--- src/rtl/rsa_pkg.sv ---
// Shared constants, register indexes and controller-datapath types for RSA exponentiation.
package rsa_pkg;

   localparam int FIELD_BITS        = 32;
   localparam int WORD_BITS_DEFAULT = 32;
   localparam int CSR_INDEX_BITS    = 2;

   localparam logic [CSR_INDEX_BITS-1:0] CSR_EXPONENT = 2'd0;
   localparam logic [CSR_INDEX_BITS-1:0] CSR_MODULUS  = 2'd1;

   localparam logic [FIELD_BITS-1:0] EXPONENT_RESET = 32'd3;
   localparam logic [FIELD_BITS-1:0] MODULUS_RESET  = 32'd15;

   typedef enum logic [2:0] {
      OP_HOLD   = 3'd0,
      OP_LOAD   = 3'd1,
      OP_REDUCE = 3'd2,
      OP_SQUARE = 3'd3,
      OP_MULT   = 3'd4,
      OP_OUTPUT = 3'd5
   } op_type;

   typedef struct packed {
      op_type op;
      logic   exp_next;
   } cmd_type;

   typedef struct packed {
      logic bit_last;
      logic exp_last;
      logic exp_bit;
   } status_type;

endpackage

--- src/rtl/rsa_req_if.sv ---
// Input channel carrying one message word per handshake.
interface rsa_req_if;
   logic                           valid;
   logic                           ready;
   logic [rsa_pkg::FIELD_BITS-1:0] message_value;

   modport source (output valid, output message_value, input ready);
   modport sink (input valid, input message_value, output ready);
endinterface

--- src/rtl/rsa_rsp_if.sv ---
// Result channel carrying one exponentiation result word per handshake.
interface rsa_rsp_if;
   logic                           valid;
   logic                           ready;
   logic [rsa_pkg::FIELD_BITS-1:0] result_value;

   modport source (output valid, output result_value, input ready);
   modport sink (input valid, input result_value, output ready);
endinterface

--- src/rtl/rsa_csr_if.sv ---
// Configuration write channel carrying a register index and write data.
interface rsa_csr_if;
   logic                               valid;
   logic                               ready;
   logic [rsa_pkg::CSR_INDEX_BITS-1:0] index;
   logic [rsa_pkg::FIELD_BITS-1:0]     data;

   modport source (output valid, output index, output data, input ready);
   modport sink (input valid, input index, input data, output ready);
endinterface

--- src/rtl/rsa_dp.sv ---
// Datapath: key registers, input reduction and bit-serial modular multiplier.
module rsa_dp #(
   parameter int WORD_BITS = rsa_pkg::WORD_BITS_DEFAULT
) (
   input  logic                               clock,
   input  logic                               reset,
   input  logic                               csr_write,
   input  logic [rsa_pkg::CSR_INDEX_BITS-1:0] csr_index,
   input  logic [rsa_pkg::FIELD_BITS-1:0]     csr_data,
   input  logic [rsa_pkg::FIELD_BITS-1:0]     message_value,
   input  rsa_pkg::cmd_type                   cmd,
   output rsa_pkg::status_type                status,
   output logic [rsa_pkg::FIELD_BITS-1:0]     result_value
);

   localparam int FieldBits = rsa_pkg::FIELD_BITS;
   localparam int IdxBits   = $clog2(WORD_BITS);
   localparam logic [IdxBits-1:0] LastIdx = IdxBits'(WORD_BITS - 1);

   logic [FieldBits-1:0] exponent_ff, exponent_in;
   logic [FieldBits-1:0] modulus_ff, modulus_in;
   logic [WORD_BITS-1:0] exponent_w, modulus_w;

   logic [WORD_BITS-1:0] xs_ff, xs_in;
   logic [WORD_BITS-1:0] base_ff, base_in;
   logic [WORD_BITS-1:0] acc_ff, acc_in;
   logic [WORD_BITS-1:0] r_ff, r_in;
   logic [FieldBits-1:0] result_ff, result_in;
   logic [IdxBits-1:0]   bit_cnt_ff, bit_cnt_in;
   logic [IdxBits-1:0]   exp_cnt_ff, exp_cnt_in;

   logic [WORD_BITS:0]   rem_t;
   logic [WORD_BITS-1:0] rem_next;
   logic [WORD_BITS-1:0] acc_src, addend, acc_next;
   logic [WORD_BITS+1:0] mul_t, mod1, mod2;
   logic                 b_bit;
   logic [IdxBits-1:0]   bit_cnt_dec;

   assign exponent_w = WORD_BITS'(exponent_ff);
   assign modulus_w  = WORD_BITS'(modulus_ff);

   assign bit_cnt_dec = (bit_cnt_ff == '0) ? LastIdx : bit_cnt_ff - 1'b1;

   assign status.bit_last = (bit_cnt_ff == '0);
   assign status.exp_last = (exp_cnt_ff == '0);
   assign status.exp_bit  = exponent_w[exp_cnt_ff];

   // One restoring remainder step: shift in the next message bit, subtract once.
   always_comb begin
      rem_t    = {base_ff, xs_ff[WORD_BITS-1]};
      rem_next = (rem_t >= {1'b0, modulus_w}) ? WORD_BITS'(rem_t - {1'b0, modulus_w})
                                              : WORD_BITS'(rem_t);
   end

   // One double-and-add step; the sum stays below three times the modulus.
   always_comb begin
      acc_src  = (bit_cnt_ff == LastIdx) ? '0 : acc_ff;
      b_bit    = (cmd.op == rsa_pkg::OP_MULT) ? base_ff[bit_cnt_ff] : r_ff[bit_cnt_ff];
      addend   = b_bit ? r_ff : '0;
      mod1     = {2'b00, modulus_w};
      mod2     = {1'b0, modulus_w, 1'b0};
      mul_t    = {1'b0, acc_src, 1'b0} + {2'b00, addend};
      if (mul_t >= mod2) begin
         acc_next = WORD_BITS'(mul_t - mod2);
      end else if (mul_t >= mod1) begin
         acc_next = WORD_BITS'(mul_t - mod1);
      end else begin
         acc_next = WORD_BITS'(mul_t);
      end
   end

   always_comb begin
      exponent_in = exponent_ff;
      modulus_in  = modulus_ff;
      if (csr_write) begin
         unique case (csr_index)
            rsa_pkg::CSR_EXPONENT: exponent_in = csr_data;
            rsa_pkg::CSR_MODULUS:  modulus_in  = csr_data;
            default: begin
            end
         endcase
      end
   end

   always_comb begin
      xs_in      = xs_ff;
      base_in    = base_ff;
      acc_in     = acc_ff;
      r_in       = r_ff;
      result_in  = result_ff;
      bit_cnt_in = bit_cnt_ff;
      exp_cnt_in = exp_cnt_ff;
      unique case (cmd.op)
         rsa_pkg::OP_LOAD: begin
            xs_in      = WORD_BITS'(message_value);
            base_in    = '0;
            r_in       = (modulus_w == WORD_BITS'(1)) ? '0 : WORD_BITS'(1);
            bit_cnt_in = LastIdx;
            exp_cnt_in = LastIdx;
         end
         rsa_pkg::OP_REDUCE: begin
            xs_in      = {xs_ff[WORD_BITS-2:0], 1'b0};
            base_in    = rem_next;
            bit_cnt_in = bit_cnt_dec;
         end
         rsa_pkg::OP_SQUARE, rsa_pkg::OP_MULT: begin
            acc_in     = acc_next;
            bit_cnt_in = bit_cnt_dec;
            if (bit_cnt_ff == '0) begin
               r_in = acc_next;
            end
         end
         rsa_pkg::OP_OUTPUT: begin
            result_in = (modulus_w == '0) ? '0 : FieldBits'(r_ff);
         end
         default: begin
         end
      endcase
      if (cmd.exp_next) begin
         exp_cnt_in = exp_cnt_ff - 1'b1;
      end
   end

   always_ff @(posedge clock) begin
      if (reset) begin
         exponent_ff <= rsa_pkg::EXPONENT_RESET;
         modulus_ff  <= rsa_pkg::MODULUS_RESET;
      end else begin
         exponent_ff <= exponent_in;
         modulus_ff  <= modulus_in;
      end
   end

   always_ff @(posedge clock) begin
      xs_ff      <= xs_in;
      base_ff    <= base_in;
      acc_ff     <= acc_in;
      r_ff       <= r_in;
      result_ff  <= result_in;
      bit_cnt_ff <= bit_cnt_in;
      exp_cnt_ff <= exp_cnt_in;
   end

   assign result_value = result_ff;

   a_base_reduced: assert property (@(posedge clock) disable iff (reset)
      cmd.op == rsa_pkg::OP_REDUCE && modulus_w != '0 |=> base_ff < modulus_w)
      else $error("reduced message not below modulus");

   a_acc_reduced: assert property (@(posedge clock) disable iff (reset)
      (cmd.op == rsa_pkg::OP_SQUARE || cmd.op == rsa_pkg::OP_MULT) && modulus_w != '0
      |=> acc_ff < modulus_w)
      else $error("modular product not below modulus");

endmodule

--- src/rtl/rsa_ctrl.sv ---
// Controller: sequences reduction, square and multiply passes, and owns the result handshake.
module rsa_ctrl (
   input  logic                clock,
   input  logic                reset,
   input  logic                req_valid,
   output logic                req_ready,
   output logic                rsp_valid,
   input  logic                rsp_ready,
   input  rsa_pkg::status_type status,
   output rsa_pkg::cmd_type    cmd
);

   typedef enum logic [4:0] {
      S_IDLE   = 5'b00001,
      S_REDUCE = 5'b00010,
      S_SQUARE = 5'b00100,
      S_MULT   = 5'b01000,
      S_DONE   = 5'b10000
   } state_type;

   state_type state_ff, state_in;
   logic      rsp_valid_ff, rsp_valid_in;

   assign req_ready = (state_ff == S_IDLE);
   assign rsp_valid = rsp_valid_ff;

   always_comb begin
      state_in     = state_ff;
      rsp_valid_in = rsp_valid_ff && !rsp_ready;
      cmd.op       = rsa_pkg::OP_HOLD;
      cmd.exp_next = 1'b0;
      unique case (state_ff)
         S_IDLE: begin
            if (req_valid) begin
               cmd.op   = rsa_pkg::OP_LOAD;
               state_in = S_REDUCE;
            end
         end
         S_REDUCE: begin
            cmd.op = rsa_pkg::OP_REDUCE;
            if (status.bit_last) begin
               state_in = S_SQUARE;
            end
         end
         S_SQUARE: begin
            cmd.op = rsa_pkg::OP_SQUARE;
            if (status.bit_last) begin
               if (status.exp_bit) begin
                  state_in = S_MULT;
               end else if (status.exp_last) begin
                  state_in = S_DONE;
               end else begin
                  cmd.exp_next = 1'b1;
               end
            end
         end
         S_MULT: begin
            cmd.op = rsa_pkg::OP_MULT;
            if (status.bit_last) begin
               if (status.exp_last) begin
                  state_in = S_DONE;
               end else begin
                  cmd.exp_next = 1'b1;
                  state_in     = S_SQUARE;
               end
            end
         end
         S_DONE: begin
            if (!rsp_valid_ff || rsp_ready) begin
               cmd.op       = rsa_pkg::OP_OUTPUT;
               rsp_valid_in = 1'b1;
               state_in     = S_IDLE;
            end
         end
         default: begin
            state_in = S_IDLE;
         end
      endcase
   end

   always_ff @(posedge clock) begin
      if (reset) begin
         state_ff     <= S_IDLE;
         rsp_valid_ff <= 1'b0;
      end else begin
         state_ff     <= state_in;
         rsp_valid_ff <= rsp_valid_in;
      end
   end

   a_accept_starts: assert property (@(posedge clock) disable iff (reset)
      req_valid && req_ready |=> state_ff == S_REDUCE)
      else $error("accepted word did not start reduction");

   a_rsp_from_done: assert property (@(posedge clock) disable iff (reset)
      $rose(rsp_valid_ff) |-> $past(state_ff == S_DONE))
      else $error("result raised outside the finish state");

   a_done_drains: assert property (@(posedge clock) disable iff (reset)
      state_ff == S_DONE && !rsp_valid_ff |=> state_ff == S_IDLE && rsp_valid_ff)
      else $error("finished result not moved to the output register");

endmodule

--- src/rtl/rsa_modular_exponentiation.sv ---
// Top level of the RSA modular exponentiation block.
//
// Each word accepted on req_chan (valid and ready high at a rising clock edge)
// returns one word on rsp_chan: message_value raised to the exponent register,
// reduced modulo the modulus register. A modulus of zero gives zero.
// Registers are written on csr_chan: index 0 is the exponent, index 1 the
// modulus; other indexes are ignored. The channel is always ready, and writes
// belong only to times when no word is in flight.
// The message is reduced first, then for each of the WORD_BITS exponent bits
// there is one modular square, plus one multiply for every set bit, and then
// the result is loaded into the output register. The next word can be
// accepted at the edge of the earliest result handshake. The shared
// bit-serial modular multiplier sets the rate.
// One word is worked on at a time; req_chan is ready only between words.
// A result waits in the output register while the receiver stalls, and the
// next word is taken meanwhile; it finishes but waits until that register frees.
// Reset (synchronous, active high) empties the block and restores exponent 3
// and modulus 15.
module rsa_modular_exponentiation #(
   parameter int WORD_BITS = rsa_pkg::WORD_BITS_DEFAULT
) (
   input logic        clock,
   input logic        reset,
   rsa_req_if.sink    req_chan,
   rsa_rsp_if.source  rsp_chan,
   rsa_csr_if.sink    csr_chan
);

   rsa_pkg::cmd_type    cmd;
   rsa_pkg::status_type status;

   assign csr_chan.ready = 1'b1;

   rsa_ctrl u_ctrl (
      .clock     (clock),
      .reset     (reset),
      .req_valid (req_chan.valid),
      .req_ready (req_chan.ready),
      .rsp_valid (rsp_chan.valid),
      .rsp_ready (rsp_chan.ready),
      .status    (status),
      .cmd       (cmd)
   );

   rsa_dp #(
      .WORD_BITS (WORD_BITS)
   ) u_dp (
      .clock         (clock),
      .reset         (reset),
      .csr_write     (csr_chan.valid),
      .csr_index     (csr_chan.index),
      .csr_data      (csr_chan.data),
      .message_value (req_chan.message_value),
      .cmd           (cmd),
      .status        (status),
      .result_value  (rsp_chan.result_value)
   );

endmodule

--- src/flat_wrapper.sv ---
// flat-port wrapper written by rule: the top's interface ports become plain ports
module rsa_modular_exponentiation_flat 
#(
   parameter int WORD_BITS = rsa_pkg::WORD_BITS_DEFAULT
)
  (clock, reset, req_chan_valid, req_chan_message_value, req_chan_ready, rsp_chan_valid, rsp_chan_result_value, rsp_chan_ready, csr_chan_valid, csr_chan_index, csr_chan_data, csr_chan_ready);
  rsa_req_if req_chan_i ();
  rsa_rsp_if rsp_chan_i ();
  rsa_csr_if csr_chan_i ();
  input logic clock;
  input logic reset;
  input wire logic [$bits(req_chan_i.valid)-1:0] req_chan_valid;
  input wire logic [$bits(req_chan_i.message_value)-1:0] req_chan_message_value;
  output wire logic [$bits(req_chan_i.ready)-1:0] req_chan_ready;
  output wire logic [$bits(rsp_chan_i.valid)-1:0] rsp_chan_valid;
  output wire logic [$bits(rsp_chan_i.result_value)-1:0] rsp_chan_result_value;
  input wire logic [$bits(rsp_chan_i.ready)-1:0] rsp_chan_ready;
  input wire logic [$bits(csr_chan_i.valid)-1:0] csr_chan_valid;
  input wire logic [$bits(csr_chan_i.index)-1:0] csr_chan_index;
  input wire logic [$bits(csr_chan_i.data)-1:0] csr_chan_data;
  output wire logic [$bits(csr_chan_i.ready)-1:0] csr_chan_ready;
  assign req_chan_i.valid = req_chan_valid;
  assign req_chan_i.message_value = req_chan_message_value;
  assign req_chan_ready = req_chan_i.ready;
  assign rsp_chan_valid = rsp_chan_i.valid;
  assign rsp_chan_result_value = rsp_chan_i.result_value;
  assign rsp_chan_i.ready = rsp_chan_ready;
  assign csr_chan_i.valid = csr_chan_valid;
  assign csr_chan_i.index = csr_chan_index;
  assign csr_chan_i.data = csr_chan_data;
  assign csr_chan_ready = csr_chan_i.ready;
  rsa_modular_exponentiation #(.WORD_BITS(WORD_BITS)) u_core (.clock(clock), .reset(reset), .req_chan(req_chan_i), .rsp_chan(rsp_chan_i), .csr_chan(csr_chan_i));
endmodule
--- config.mk ---
export PLATFORM = sky130hd
export DESIGN_NAME = rsa_modular_exponentiation_flat
export DESIGN_NICKNAME = d
export VERILOG_FILES = /design/src/rtl/rsa_pkg.sv /design/src/rtl/rsa_req_if.sv /design/src/rtl/rsa_rsp_if.sv /design/src/rtl/rsa_csr_if.sv /design/src/rtl/rsa_dp.sv /design/src/rtl/rsa_ctrl.sv /design/src/rtl/rsa_modular_exponentiation.sv /design/src/flat_wrapper.sv
export SDC_FILE = /design/constraint.sdc
export NUM_CORES = 1
export LEC_CHECK = 0
export BUFFER_PORTS_ARGS = -buffer_cell sky130_fd_sc_hd__buf_4
export CAP_MARGIN = 10
export CORE_MARGIN = 4
export CORE_UTILIZATION = 40
export CTS_CLUSTER_DIAMETER = 60
export DETAILED_ROUTE_END_ITERATION = 7
export SETUP_SLACK_MARGIN = 0.3
export SLEW_MARGIN = 20
export SYNTH_ARGS = -nofsm -noshare
export SYNTH_HDL_FRONTEND = slang
export SYNTH_HIERARCHICAL = 1
export SYNTH_SLANG_ARGS = --single-unit
--- constraint.sdc ---
create_clock -name clock -period 9.1 [get_ports clock]
set_input_delay 2.275 -clock clock [delete_from_list [all_inputs] [get_ports clock]]
set_output_delay 2.275 -clock clock [all_outputs]
set_load 0.02 [all_outputs]
[Yosys cells after proc, flatten, opt, wreduce, memory -nomap -nowiden]
Cells that the tools add are included.
Word-level totals
  flip-flop bits (word level): 240
  input port bits: 71
  output and inout bits: 35
  word-level logic and storage cells: 100
Operators by class
  add/subtract/negate cells: 6
  order comparisons: 5
  equal/unequal tests: 20
  mux-type cells: 40
  reductions and logical operators: 18
Operators by type and width (number)
  32-bit two-way mux: 6
  32-bit case mux with 2 select lines: 3
  32-bit subtractor: 3
  5-bit two-way mux: 11
  33-bit by 32-bit adder with 34-bit output: 1
  34-bit by 32-bit greater-or-equal comparator with 1-bit output: 1
  34-bit by 33-bit greater-or-equal comparator with 1-bit output: 1
  33-bit by 32-bit greater-or-equal comparator with 1-bit output: 1
  32-bit by 1-bit equality test with 1-bit output (second input constant): 1
  32-bit zero test: 1
  5-bit case mux with 5 select lines: 1
  1-bit binary-select mux with 5-bit select: 3
  3-bit case mux with 5 select lines: 1
  5-bit by 6-bit < comparator with 1-bit output (second input constant): 2
  1-bit two-way mux: 12
  5-bit equality test (second input constant): 2
  5-bit zero test: 2
  5-bit case mux with 2 select lines: 1
  5-bit by 1-bit subtractor with 5-bit output (second input constant): 2
  2-bit by 1-bit != test with 1-bit output (second input constant): 4
  2-bit nonzero test: 4
  3-bit by 2-bit equality test with 1-bit output (second input constant): 2
  3-bit equality test (second input constant): 2
  2-bit AND reduction: 3
  17 further kinds: 19

[Longest topological paths before layout]
Gate-level depths: netlist of run 1.
  depth in word-level cells: 13
  depth in mapped cells: 35
  gate-level depth less buffers: 30

[Hierarchy]
The synthesis of run 1 kept the hierarchy.
Modules (own cells, without submodules)
  rsa_dp: times used 1, cells each 1949, area each 17486.8 µm², sequential area each 6386.1 µm²
  rsa_ctrl: times used 1, cells each 57, area each 451.7 µm², sequential area each 120.1 µm²
  rsa_modular_exponentiation: times used 1, cells each 2, area each 11.3 µm², sequential area each 0.0 µm²

[Worst setup path after synthesis of run 1]
No wires, ideal clock.
  kind: input port to flip-flop
  from: in rsp_chan_ready
  to: reg u_core.u_dp.r_ff[12] (data pin)
  setup time: 0.255 ns
  arrival: 8.379 ns
  data required time: 8.845 ns
  setup slack: 0.466 ns
  cell stages on the path: 28
  path buffers: 2
  cell sequence: nand2b_1 nand4_1 o211ai_1 nor3b_1 mux2i_1 nor2_1 a21oi_2 clkbuf_1 nor2b_1 ha_1 a21o_1 a221o_1 a31o_2 o21ai_0 o31ai_1 a31oi_1 xnor2_1 ha_1 clkbuf_1 nand3_1 nor4_1 nand3_1 o211ai_1 a211oi_2 o21a_2 and2_1 a221o_1 and2_1
RTL lines
  start, declared: line flat_wrapper.sv:17  | input wire logic [$bits(rsp_chan_i.ready)-1:0] rsp_chan_ready;
  end signal, assigned: line rsa_dp.sv:138  | r_ff <= r_in;
  end, declared: line rsa_dp.sv:27  | logic [WORD_BITS-1:0] r_ff, r_in;

==> results.toml, run 1 <==
[yosys]
yosys-top-cells-area = "edfxtp_1 (28%), ha_1 (9.1%), dfxtp_1 (7.8%)"
yosysTopAreaCell = "edfxtp_1"
synth_top_cell_area_share = 0.284
syn_nets = 2214
ys_warn_count = 6
synthFlopType = "edfxtp_1"
synth_seq_area_share = 0.362
synth_edf_count = 170
synth-seq-cells = 240
syn_area_per_cell_um2 = 8.94
syn_area_um2 = 17900
synth_cells = 2008
ys_async_sr_fraction = 0
synth_cell_types = 81

[layout]
layout.cells.non_filler = 2769
register_area_um2 = 6510
area_growth_pct = 17.7
layout_commonest_cell = "nand2_1"
fill_cells = 4271
final_nets = 2356
layout_common_cells = "nand2_1 (319), a21oi_1 (192), buf_4 (191)"
diodes = 0
multi_input_area_um2 = 10900
drive_above_1_share = 0.145

[worst_hold_path]
hold_depth = 2
worstHoldPathType = "flop to flop"

[critical_path]
cp.arrival_ns = 8.66
cp_max_fo = 19
slowest_stage = "nor4_2"
crit_top_cell = "buf_4"
crit_path_max_incr_delay_ns = 0.38
rr_worst_depth = 31
crit_path_start_kind = "input pin"
crit_path_end_kind = "flop"
critPathKind = "input pin to flop"
crit_required_ns = 9.39

[route]
drtAntennaViolNets = 0
drtPass1Iterations = 5
routedWlPerCell_um = 19.2
drt-initial-drc-count = 1238
vias = 15600
drc = 0
drt-total-wl_mm = 53.1
via_per_inst = 5.64

[sta]
timing.final.hold_violations = 0
finalCriticalPeriod_ns = 8.37
setup_tns_ns = 0
skew_ns = 0.0222
clock.fmax_mhz = 119
post-route-period-util = 0.920
tightest_slew_ns = 0.959
slew_headroom = 0.360
slew_viol_final = 0
setup_viol = 0
timing.final.ws_setup_ns = 0.728
rsz0062_at_grt = "true"

[status]
status = "complete, no violations"

[floorplan]
design.portCount = 106
coreArea_um2 = 44300
start_util = 0.405
fp.dieH_um = 220
die-area_um2 = 48300
die_w_um = 220
row_count = 77

[pwr]
p_leak_uw = 0.00873
cellPowerDensity_nw_per_um2 = 221
peakVddDrop_uv = 134

[placement]
place_hpwl_mm = 40.5
placed_cells = 2698
portBuffers = 104
place_worst_setup_slack_ns = 0.0251
gp_congestion = 0.979

[grt]
antenna_found_initial = 0
grt_overflow = 0
grt_pass1_vias = 15000
grt_pass1_wl_mm = 82.4
grt_start_max_net_pins = 75
grtUsageTotal = 0.214

[clocking]
cts-root-buf = "clkbuf_16"
clk_latency_ns = 0.54
cts_tree = "yes"
cts.sinks = 240
cts.htree.levels = 2
clk_path_buf_depth = 3
clk_pin_slew_ns = 0.05
holdBufCountCts = 0
numCtsBuffers = 36

[run]
maxCapViolations = 0
## layout make-up
cell class	count	area share
multi-input cells	1606	0.515
flip-flops and latches	240	0.308
repair buffers	196	0.0727
clock buffers	42	0.0452
well taps	592	0.0351
inverters	70	0.0124
clock inverters	23	0.0122
## power breakdown
part           switching [uW]  internal [uW]  total (uW)
Combinational            1100            794        1890
Sequential               54.4           1310        1370
Clock                     534            878        1410
Total                    1690           2980        4670
## worst max-delay path, delay by kind of cell
| family | cells | cell delay [ns] |
|---|---|---|
| compound gates | 14 | 2.35 |
| buf+inv | 9 | 1.62 |
| simple gates | 8 | 1.33 |
| fa+ha+maj | 2 | 0.64 |
| xor+xnor | 1 | 0.22 |
| mux | 1 | 0.19 |
## logic make-up (layout without fill, tap and decap cells)
| kind of cell | Yosys count | after routing | share of synthesized area |
|---|---|---|---|
| flip-flops | 240 | 240 | 0.362 |
| buffers and inverters | 162 | 331 | 0.0371 |
| other | 1 | 1 | 0.000209 |
| adder cells (fa/ha/maj) | 135 | 135 | 0.0958 |
| multiplexers | 71 | 71 | 0.0560 |
| AND/OR/NAND/NOR | 769 | 769 | 0.208 |
| XOR/XNOR | 113 | 113 | 0.0551 |
| AO/OA/AOI/OAI | 517 | 517 | 0.185 |
## path summary, 6_finish.rpt
check | slack, ns | to | from
worst max-delay path | 0.73 | u_core/u_dp/r_ff[19] | rsp_chan_ready
worst min-delay path | 0.46 | u_core/u_dp/exponent_ff[4] | u_core/u_dp/exponent_ff[4]
worst max register to register | 1.42 | u_core/u_dp/r_ff[19] | u_core/u_dp/bit_cnt_ff[1]
worst min register to register | 0.46 | u_core/u_dp/exponent_ff[4] | u_core/u_dp/exponent_ff[4]
## cell usage after synthesis (18+ instances only)
cell type and n:
nor2_1 105, xor2_1 39, dfxtp_1 70, and3_1 19, a211oi_1 23, o21a_1 23, nor2b_1 80, ha_1 131
a21o_1 56, nor4_1 18, and2_1 63, a21oi_1 194, nand4_1 20, a31oi_1 19, edfxtp_1 170, clkbuf_1 70
nand2_1 319, o21bai_1 22, nand2b_1 21, nor3_1 35, nand3_1 40, inv_1 70, o21ai_0 67, mux2i_1 42
xnor2_1 74, mux4_2 23
## registers in the layout, summed over array words and instances, names as in the netlist
signal	flops
u_core/u_dp/exp_cnt_ff	5
u_core/u_dp/modulus_ff	32
u_core/u_ctrl/state_ff	5
u_core/u_dp/acc_ff	32
u_core/u_dp/r_ff	32
u_core/u_dp/base_ff	32
u_core/u_dp/bit_cnt_ff	5
u_core/u_dp/exponent_ff	32
u_core/u_ctrl/rsp_valid	1
u_core/u_dp/result_value	32
u_core/u_dp/xs_ff	32
## layer usage
metal,global-route usage,part of all wire
met1,0.291,0.45
met2,0.352,0.46
met4,0.0791,0.037
met3,0.0251,0.054
met5,0,0
## repair_timing
item                                    CTS  global route
setup buffers                             0             3
endpoints found under the setup margin    0            62
resized for setup                         0            14
## stage by stage
stage | cell area [um2] | utilization | total power (uW) | hold WS [ns]
finish | 21100 | 0.477 | 4670 | 0.456
global route | 21100 | 0.477 | 4950 | 0.470
CTS | 21000 | 0.474 | 4620 | 0.455
detailed placement | 19800 | 0.446 | 3190 | 0.447
global placement | 19800 | 0.446 | 3180 | 0.439
floorplan | 17900 | - | 2670 | 0.433
Note: power is estimated with default switching activity, not from simulation.
==> run 2: changes to the inputs <==
==> constraint.sdc (replaced) <==
create_clock -name clock -period 7.92 [get_ports clock]
set_input_delay 1.98 -clock clock [delete_from_list [all_inputs] [get_ports clock]]
set_output_delay 1.98 -clock clock [all_outputs]
set_load 0.02 [all_outputs]
==> run 2 against run 1 <==
Highest routed layer unchanged. Cell area up 14%. Combinational power up 59%. Clock skew down 0.0045 ns. Setup slack worse by 0.47 ns. Global-route usage up 1.2 points. Largest cell class unchanged. Die area unchanged.
==> results.toml, run 2 (synthesis results as in run 1) <==
[status]
status = "complete, no violations"

[critical_path]
crit_required_ns = 8.19
cp_max_fo = 7
rr_worst_depth = 30
cp.arrival_ns = 7.94
critPathKind = "input pin to flop"
crit_path_start_kind = "input pin"
timing.rr.start = "u_core/u_dp/bit_cnt_ff[0]"
crit_path_max_incr_delay_ns = 0.35
crit_top_cell = "buf_4"
reg2reg_slack_ns = 0.78
slowest_stage = "a221o_1"
crit_path_end_kind = "flop"
cp-startpoint = "rsp_chan_ready"
r2r_end = "u_core/u_dp/r_ff[2]"

[layout]
fill_cells = 3989
area_growth_pct = 34.7
layout_common_cells = "buf_4 (404), nand2_1 (316), edfxtp_1 (170)"
diodes = 0
layout.cells.non_filler = 3008
layout_commonest_cell = "buf_4"
drive_above_1_share = 0.293
final_nets = 2598

[clocking]
clk_pin_slew_ns = 0.05
numCtsBuffers = 34
cts-root-buf = "clkbuf_16"
cts.htree.levels = 2
holdBufCountCts = 0
clk_path_buf_depth = 3
clk_latency_ns = 0.52
cts_tree = "yes"
cts.sinks = 240

[placement]
placed_cells = 2898
place_worst_setup_slack_ns = -0.564
place_hpwl_mm = 43.7
portBuffers = 104
gp_congestion = 0.961

[sta]
slew_headroom = 0.340
rsz0062_at_grt = "true"
timing.final.hold_violations = 0
finalCriticalPeriod_ns = 7.67
post-route-period-util = 0.968
tightest_slew_ns = 0.979
skew_ns = 0.0177
timing.final.ws_setup_ns = 0.255
slew_viol_final = 0
setup_viol = 0
clock.fmax_mhz = 130

[pwr]
cellPowerDensity_nw_per_um2 = 251
p_leak_uw = 0.0102
peakVddDrop_uv = 143

[grt]
grt_start_max_net_pins = 75
grtUsageTotal = 0.227
antenna_found_initial = 0
grt_overflow = 0
grt_pass1_wl_mm = 87.0
grt_pass1_vias = 16200

[floorplan]
start_util = 0.405
coreArea_um2 = 44300
row_count = 77
design.portCount = 106
die-area_um2 = 48300
die_w_um = 220
fp.dieH_um = 220

[worst_hold_path]
worstHoldPathType = "flop to flop"
min_to = "u_core/u_dp/exponent_ff[4]"
worstHoldStart = "u_core/u_dp/exponent_ff[4]"
hold_depth = 2

[route]
drt-initial-drc-count = 1302
drtAntennaViolNets = 0
drtPass1Iterations = 5
drt-total-wl_mm = 57.6
drc = 0
routedWlPerCell_um = 19.2
vias = 16700
via_per_inst = 5.54

[run]
maxCapViolations = 0
-- run 2: changes by cell type in the layout (fill, tap and decap cells not counted), moves of 11 or more --
cell and delta:
a211oi_1 -11, a21oi_1 -34, a21oi_2 +31, buf_4 +213, buf_6 +20, ha_1 -17
ha_4 +14, o21ai_0 -20, o21ai_1 +12, xnor2_1 -13
-- run 2: how the worst max path moves through the flow --
stage / slack (ns) / to
2_1_floorplan: 0.18 / u_core/u_dp/r_ff[27]
4_1_cts: 0.31 / u_core/u_dp/r_ff[8]
5_1_grt: 0.008 / u_core/u_dp/r_ff[30]
6_report: 0.25 / u_core/u_dp/r_ff[2]
3_3_place_gp: -0.47 / u_core/u_dp/r_ff[31]
3_5_place_dp: -0.56 / u_core/u_dp/r_ff[29]
-- run 2: area by class of cell --
class	count	area, um2	share of cell area
multi-input cells	1606	12000	0.496
flip-flops and latches	240	6510	0.269
repair buffers	440	3560	0.147
clock buffers	43	968	0.0400
well taps	592	741	0.0306
inverters	70	263	0.0109
clock inverters	17	144	0.00595
-- run 2: what timing repair did --
action                                  CTS  global route
hold endpoints to repair                  0             0
pin swaps                                14           118
resized for setup                        26           209
gates cloned                              0             4
endpoints found under the setup margin   64            64
buffers inserted                         10            35
-- run 2: worst max-delay path, delay by kind of cell --
family	cells	cell delay (ns)
mux	2	0.49
fa+ha+maj	2	0.54
compound gates	14	2.83
xor+xnor	1	0.17
simple gates	7	0.88
buf+inv	7	1.03
-- run 2: power breakdown --
group          internal (uW)  switching [uW]
Combinational           1440            1550
Sequential              1510            63.2
Clock                    909             596
Total                   3860            2210
-- run 2: metal layers --
layer	wire (um)	part of all wire	up-vias	GRT usage
li1	-	-	8094	-
met1	25000	0.43	8007	0.296
met2	27900	0.49	477	0.392
met3	3050	0.053	87	0.0317
met4	1640	0.029	0	0.0632
met5	0	0	-	0
-- run 2: through the flow --
stage	power [uW]	cell area, um2	TNS, ns	hold slack [ns]	utilization
3_3_place_gp	3950	21400	-18.43	0.438	0.484
2_1_floorplan	3110	18200	0	0.433	-
5_1_grt	6390	24200	0	0.475	0.546
6_report	6070	24200	0	0.456	0.546
3_5_place_dp	3980	21400	-27.47	0.447	0.484
4_1_cts	5570	22800	0	0.455	0.514
